## src/hdl/rfc_pkg.sv

```systemverilog
// ----------------------------------------------------------------------------
// rfc_pkg: shared types and constants for the reply frame checker
// Holds the frame constants, the status codes, the register indexes and the
// CRC-8 (poly 0x07) byte update used by the checker.
// ----------------------------------------------------------------------------
`default_nettype none

package rfc_pkg;

    localparam logic [7:0] SYNC_BYTE  = 8'h05;
    localparam logic [7:0] CRC_POLY   = 8'h07;
    localparam logic [2:0] LAST_INDEX = 3'd7;

    // Register indexes on the configuration port
    localparam logic CFG_NODE_ADDRESS     = 1'b0;
    localparam logic CFG_REGISTER_ADDRESS = 1'b1;

    typedef enum logic [2:0] {
        STATUS_OK       = 3'd0,
        STATUS_BAD_SYNC = 3'd1,
        STATUS_BAD_ADDR = 3'd2,
        STATUS_BAD_REG  = 3'd3,
        STATUS_BAD_CRC  = 3'd4
    } rfc_status_t;

    // One received byte as it travels from the input stage
    typedef struct packed {
        logic [7:0] rx_byte;
        logic       frame_start;
    } rfc_item_t;

    // One frame verdict as it travels to the output stage
    typedef struct packed {
        rfc_status_t status;
        logic [31:0] reg_value;
    } rfc_result_t;

    // CRC-8 update: data bits fed LSB first, CRC register shifted MSB first
    function automatic logic [7:0] crc8_byte(input logic [7:0] crc, input logic [7:0] data);
        logic [7:0] c;
        logic       fb;
        c = crc;
        for (int i = 0; i < 8; i++) begin
            fb = c[7] ^ data[i];
            c  = {c[6:0], 1'b0} ^ (fb ? CRC_POLY : 8'h00);
        end
        return c;
    endfunction

endpackage

`default_nettype wire

```

## src/hdl/rfc_check.sv

```systemverilog
// ----------------------------------------------------------------------------
// rfc_check: frame state and header/CRC checks
// Advances the byte count, CRC and value for each byte, records the first
// header error and forms the verdict on the last byte of a frame.
// ----------------------------------------------------------------------------
`default_nettype none

module rfc_check
    import rfc_pkg::*;
(
    input  wire logic        aclk,
    input  wire logic        aresetn,
    input  wire logic [6:0]  node_address,
    input  wire logic [7:0]  register_address,
    input  wire logic        item_valid,
    input  wire rfc_item_t   item,
    output logic             item_take,
    output logic             res_valid,
    output rfc_result_t      res,
    input  wire logic        res_ready
);

    logic [2:0]  count_reg,  count_next;
    logic [7:0]  crc_reg,    crc_next;
    logic [31:0] acc_reg,    acc_next;
    rfc_status_t err_reg,    err_next;

    logic [2:0]  idx;
    logic [7:0]  crc_cur;
    logic [31:0] acc_cur;
    rfc_status_t err_cur;
    logic        last;
    logic [1:0]  lane;
    logic [7:0]  want_addr;
    rfc_status_t verdict;

    // Restart framing on frame_start
    always_comb begin
        if (item.frame_start) begin
            idx     = 3'd0;
            crc_cur = 8'h00;
            acc_cur = 32'h0;
            err_cur = STATUS_OK;
        end else begin
            idx     = count_reg;
            crc_cur = crc_reg;
            acc_cur = acc_reg;
            err_cur = err_reg;
        end
    end

    assign last      = (idx == LAST_INDEX);
    assign lane      = idx[1:0] + 2'd1;
    assign want_addr = {node_address, 1'b0};

    // The last byte waits for room in the output stage
    assign item_take = item_valid && (!last || res_ready);

    // Verdict: first header error, else CRC compare
    always_comb begin
        if (err_cur != STATUS_OK) begin
            verdict = err_cur;
        end else if (item.rx_byte != crc_cur) begin
            verdict = STATUS_BAD_CRC;
        end else begin
            verdict = STATUS_OK;
        end
    end

    assign res_valid     = item_valid && last;
    assign res.status    = verdict;
    assign res.reg_value = (verdict == STATUS_OK) ? acc_cur : 32'h0;

    // Next frame state
    always_comb begin
        count_next = idx + 3'd1;
        crc_next   = crc8_byte(crc_cur, item.rx_byte);
        acc_next   = acc_cur;
        err_next   = err_cur;
        if (last) begin
            count_next = 3'd0;
            crc_next   = 8'h00;
            acc_next   = 32'h0;
            err_next   = STATUS_OK;
        end else begin
            case (idx)
                3'd0: begin
                    if (item.rx_byte != SYNC_BYTE && err_cur == STATUS_OK)
                        err_next = STATUS_BAD_SYNC;
                end
                3'd1: begin
                    if (item.rx_byte != want_addr && err_cur == STATUS_OK)
                        err_next = STATUS_BAD_ADDR;
                end
                3'd2: begin
                    if (item.rx_byte != register_address && err_cur == STATUS_OK)
                        err_next = STATUS_BAD_REG;
                end
                default: begin
                    acc_next[{lane, 3'b000} +: 8] = item.rx_byte;
                end
            endcase
        end
    end

    // Advance state when a byte is consumed
    always_ff @(posedge aclk) begin
        if (!aresetn) begin
            count_reg <= 3'd0;
            crc_reg   <= 8'h00;
            acc_reg   <= 32'h0;
            err_reg   <= STATUS_OK;
        end else if (item_take) begin
            count_reg <= count_next;
            crc_reg   <= crc_next;
            acc_reg   <= acc_next;
            err_reg   <= err_next;
        end
    end

    // A consumed last byte leaves a cleared frame behind
    a_clear_after_last: assert property (@(posedge aclk) disable iff (!aresetn)
        (item_take && last) |=> (count_reg == 3'd0 && crc_reg == 8'h00
                                 && acc_reg == 32'h0 && err_reg == STATUS_OK))
        else $error("frame state not cleared after last byte");

    // A failed verdict never carries a value
    a_zero_on_error: assert property (@(posedge aclk) disable iff (!aresetn)
        (res_valid && res.status != STATUS_OK) |-> (res.reg_value == 32'h0))
        else $error("value not zero on failed frame");

    // The value accumulator only fills once the header has passed
    a_acc_empty_in_header: assert property (@(posedge aclk) disable iff (!aresetn)
        (count_reg == 3'd0 || count_reg == 3'd1 || count_reg == 3'd2
         || count_reg == 3'd3) |-> (acc_reg == 32'h0))
        else $error("value gathered before value bytes");

endmodule

`default_nettype wire

```

## config.mk

```make
export PLATFORM = sky130hd
export DESIGN_NAME = rfc_check
export DESIGN_NICKNAME = d
export VERILOG_FILES = /design/src/hdl/rfc_pkg.sv /design/src/hdl/rfc_check.sv
export SDC_FILE = /design/constraint.sdc
export NUM_CORES = 1
export LEC_CHECK = 0
export BUFFER_PORTS_ARGS = -buffer_cell sky130_fd_sc_hd__buf_2
export CAP_MARGIN = 0
export CELL_PAD_IN_SITES_DETAIL_PLACEMENT = 1
export CELL_PAD_IN_SITES_GLOBAL_PLACEMENT = 1
export CORE_MARGIN = 8
export CORE_UTILIZATION = 37
export DETAILED_ROUTE_END_ITERATION = 7
export PLACE_DENSITY = 0.8
export SLEW_MARGIN = 20
export SYNTH_ARGS = -nofsm -noshare
export SYNTH_HDL_FRONTEND = slang
export SYNTH_SLANG_ARGS = --single-unit
```

## constraint.sdc

```tcl
create_clock -name aclk -period 2.3 [get_ports aclk]
set_input_delay 0.46 -clock aclk [delete_from_list [all_inputs] [get_ports aclk]]
set_output_delay 0.46 -clock aclk [all_outputs]
set_load 0.005 [all_outputs]
```

## Word level (Yosys, flattened, before mapping)

Index checks and enable logic that the tools add are counted.

- Add/sub/neg operators: 3
- Equal/unequal tests: 7
- Shift operators: 2
- Multiplexer cells: 25
- Bitwise operators: 16
- Reductions and logical operators: 12

Operator list:

| cell | number |
|---|---|
| two-way mux 32 bit | 4 |
| XOR 8 x 3 -> 8 bit | 8 |
| two-way mux 3 bit | 17 |
| bitwise mux 32 bit | 1 |
| variable shift 8 x 7 -> 32 bit (first input constant) | 1 |
| variable part select 8 x 7 -> 32 bit | 1 |
| inequality test 8 bit | 3 |
| two-way mux 8 bit | 2 |
| zero test 3 bit | 3 |
| case mux 3 bit (3 select lines) | 1 |
| inequality test 8 x 3 -> 1 bit (second input constant) | 1 |
| XOR 1 bit | 8 |
| negator 5 -> 7 bit | 1 |
| logical AND 1 bit | 5 |
| adder 3 x 1 -> 3 bit (second input constant) | 1 |
| == test 3 x 1 -> 1 bit (second input constant) | 1 |
| == test 3 x 2 -> 1 bit (second input constant) | 1 |
| == test 3 bit (second input constant) | 1 |
| nonzero test 3 bit | 1 |
| OR reduction 3 bit | 1 |
| adder 2 x 1 -> 2 bit (second input constant) | 1 |
| zero test 1 bit | 1 |
| logical OR 1 bit | 1 |

- Register bits: 46
- Output and inout port bits: 37
- Logic and storage cells: 69

## Logic depth before layout (Yosys ltp)

- Depth after elaboration: 26
- Gate-level depth with buffers: 11

## Least setup slack after synthesis

No wires, ideal clock.

- Kind: input-to-reg
- Start point: input item[0] (netlist bit)
- End point: register acc_reg[27]
- Setup time: 0.066 ns
- Arrival time: 2.354 ns
- Slack: -0.119 ns
- Cell stages on the path: 11
- Cell sequence: inv_1 -> nand2_1 -> inv_1 -> ha_1 -> ha_1 -> inv_1 -> o21ai_1 -> clkinv_1 -> nand2_1 -> a22oi_1 -> nor2b_1

- Elaborated cells between the ends (all ways): 17
- Classes of those cells: add/sub (2); eq/ne (3); shift (2); mux (5); reduce/logical (5)

RTL lines:

| element | line | text |
|---|---|---|
| start: declaration | rfc_check.sv:16 | `input wire rfc_item_t item,` |
| two-way mux 3 bit | rfc_check.sv:39 | `if (item.frame_start) begin` |
| == test 3 bit | rfc_check.sv:52 | `assign last = (idx == LAST_INDEX);` |
| zero test 1 bit | rfc_check.sv:57 | `assign item_take = item_valid && (!last \|\| res_ready);` |
| logical OR 1 bit | rfc_check.sv:57 |  |
| logical AND 1 bit | rfc_check.sv:57 |  |
| named net item_take | rfc_check.sv:17 | `output logic item_take,` |
| end signal: assignment | rfc_check.sv:116 | `acc_reg <= acc_next;` |
| end: declaration | rfc_check.sv:25 | `logic [31:0] acc_reg, acc_next;` |

The timed path passes the listed nets, and every way through them passes these cells.
A chain may end at the register's enable or synchronous reset.

==> results.yml <==
min_path:
  hold_class: "reg -> reg"
grt:
  antenna_found_initial: 0
  grt_usage_pct: 20.90
  grt_max_degree: 47
  grt_first_pass_wirelength_um: 19440
  grt_overflow_total: 0
  grt_pass1_vias: 3674
logic_synthesis:
  syn_inst: 407
  syn_avg_cell_area_sq_um: 7.879
  ys_ff_latch: 46
  syn_area_sq_um: 3207
  yosysUniqueCellTypes: 49
  synth-async-reset-ratio_pct: 0
  syn_nets: 442
  yosysWarnings: 0
  synth-edff-count: 0
  seq_area_frac_synth_pct: 28.72
  ys.flop_type: "dfxtp_1"
clock_network:
  cts-root-buf: "clkbuf_8"
  cts.sinks: 46
  clk_pin_slew_worst_paths_ns: 0.09
  tritoncts: "built"
  worstSkewPairLatency_ns: 0.30
  cts_buffers: 5
  h-tree-depth: 2
  clockBufferDepth: 2
worst_setup_path:
  critPathBufInv: 5
  path_delay_family: "simple AND/OR/NAND/NOR gates"
  critPathRequiredTime_ns: 1.84
  crit_slowest_cell: "nor3b_4"
  path_common_cell: "buf_2"
  setup.worst_path.end_class: "output port"
  arrival_ns: 2.33
  slowest_delay_ns: 0.34
  critPathLaunchType: "input port"
  path_class: "in -> out"
  critPathMaxFanout: 9
  path_cells: "buf_2, buf_4, nor2_1, o21ai_0, o21ai_1, nand4_1, nor3b_4, buf_6, buf_8, and2_1, buf_2"
sta:
  fin_crit_ns: 2.788
  relSlewSlack_pct: 67.11
  fmax_mhz: 358.7
  rsz0062_at_grt: "yes"
  setup_ws_ns: -0.4882
  slew_viol_final: 0
  timing.final.crit_share_pct: 121.2
  holdWs_ns: 0.4756
  skew_ns: 0.003710
  finalHoldViolations: 0
  worstMarginPinSlew_ns: 0.4906
  setup_viol: 33
layout:
  final_cell_mix: "buf_4, nand2_1, buf_2"
  layout_commonest_cell: "buf_4"
  drive_above_1_share_pct: 36.80
  fillers: 1046
  stdcell_count: 627
  fin_nets: 553
  largest_reg_flops: 32
  area_growth_pct: 38.16
  n_antenna_cell: 0
routing:
  remaining_drc_errors: 0
  avgRoutedWirePerCell_um: 20.37
  dr.pass1.iters: 4
  viasPerCell: 5.470
  antenna_left: 0
  wirelength_um: 12770
  wl_met1_um: 5027
  wl_met3_um: 800
  met2_length_um: 6476
  vias: 3430
  drtIter0Drc: 186
  topRoutingLayerUsed: "met4"
die:
  placementRows: 34
  dieArea_sq_um: 11900
  die_h_um: 109.1
  boundaryPins: 65
  coreArea_sq_um: 8551
  start_util_pct: 37.50
  die_w_um: 109.1
pwr:
  p_per_area_nw_per_um2: 472.1
  power_leakage_nw: 1.901
  clkPwrFrac_pct: 24.6
  p_sw_share_pct: 33.73
  p_int_mw: 1.386
  pwr-share-comb_pct: 33.7
  switchingPower_mw: 0.7055
  ir_drop_v: 0.0003458
  pwr-share-seq_pct: 41.7
run:
  max_cap_viol_count: 0
status:
  failed_checks: "setup timing"
  status: "finished with violations"
placed_design:
  port_buffers: 64
  gp_routability_congestion: 0.9133
  hpwl_um: 8196
  placed_cells: 609
cell usage after synthesis, drive strengths merged (3+ instances only):
master / instances / area share [%]
nand3: 4 / 0.62
nor2: 31 / 3.6
nor3: 5 / 1.2
buf: 13 / 2.6
and2: 33 / 6.4
nand2: 52 / 6.1
xor2: 20 / 5.7
ha: 7 / 2.7
clkbuf: 16 / 1.9
nor4bb: 3 / 0.94
inv: 6 / 0.70
nor4: 4 / 0.78
a21boi: 18 / 4.2
a21oi: 4 / 0.62
o21ai: 28 / 4.4
dfxtp: 46 / 29
a32oi: 3 / 0.82
and3: 19 / 3.7
a31oi: 5 / 0.98
a22oi: 17 / 4.0
nor2b: 27 / 5.3
xnor2: 22 / 6.5
tightest hold or removal path, stage by stage (launching register included):
cell      delay [ns]
dfxtp_1         0.33
nand2_1         0.06
a21boi_1        0.05
final cells by class:
cell class / instances / area (sq um) / share of cell area, %
Clock buffer: 6 / 72.57 / 1.638
Clock inverter: 2 / 13.76 / 0.3106
Inverter: 7 / 26.28 / 0.5931
Multi-Input combinational cell: 325 / 2270 / 51.23
Sequential cell: 46 / 930.9 / 21.01
Tap cell: 108 / 135.1 / 3.050
Timing Repair Buffer: 133 / 982.2 / 22.17
routing by layer:
| metal | GRT usage (%) | vias up |
|---|---|---|
| li1 | - | 1600 |
| met1 | 25.01 | 1668 |
| met3 | 3.014 | 37 |
| met5 | 0 | - |
| met4 | 9.873 | 0 |
| met2 | 35.96 | 125 |
path summary, 6_finish.rpt:
path,to,start,slack (ns),cells after the start
worst max-delay path,res[22],item[5],-0.49,11
worst min-delay path,acc_reg[21]$_SDFFE_PN0P_,acc_reg[21]$_SDFFE_PN0P_,0.48,2
worst max register to register,crc_reg[2]$_SDFFE_PN0P_,crc_reg[7]$_SDFFE_PN0P_,0.11,7
worst min register to register,acc_reg[21]$_SDFFE_PN0P_,acc_reg[21]$_SDFFE_PN0P_,0.48,2
repair_timing:
action	in CTS	in global routing
hold endpoints to repair	0	0
endpoints found under the setup margin	51	68
buffers inserted	6	3
cloned	2	0
hold buffers	0	0
pin swaps	7	9
gates resized for setup	20	57
cell families (layout without fill, tap and decap cells):
kind of cell,after synthesis,after routing,synth area share (%)
compound gates,85,85,17.71
xor+xnor,44,44,13.58
fa+ha+maj,7,7,2.731
buf+inv,36,148,5.306
flops,46,46,28.72
mux,2,2,0.7802
simple gates,187,187,31.17
stage by stage:
stage,power [mW],cell area (sq um),util (%),TNS (ns),setup slack (ns)
5_1_grt,2.183,4431,51.81,-16.02,-0.5318
3_3_place_gp,1.501,3985,46.61,-9.181,-0.2194
3_5_place_dp,1.530,3985,46.61,-16.18,-0.3444
4_1_cts,2.053,4188,48.98,-9.239,-0.3012
2_1_floorplan,1.303,3231,-,0,0.01355
6_report,2.092,4431,51.81,-14.15,-0.4882
power groups by stage:
stage	logic (mW)	registers [mW]	clock network (mW)
6_report	0.706	0.872	0.514
5_1_grt	0.751	0.876	0.556
4_1_cts	0.665	0.866	0.521
3_5_place_dp	0.650	0.880	0
3_3_place_gp	0.624	0.877	0
2_1_floorplan	0.426	0.877	0
(Power assumes the default switching activity.)
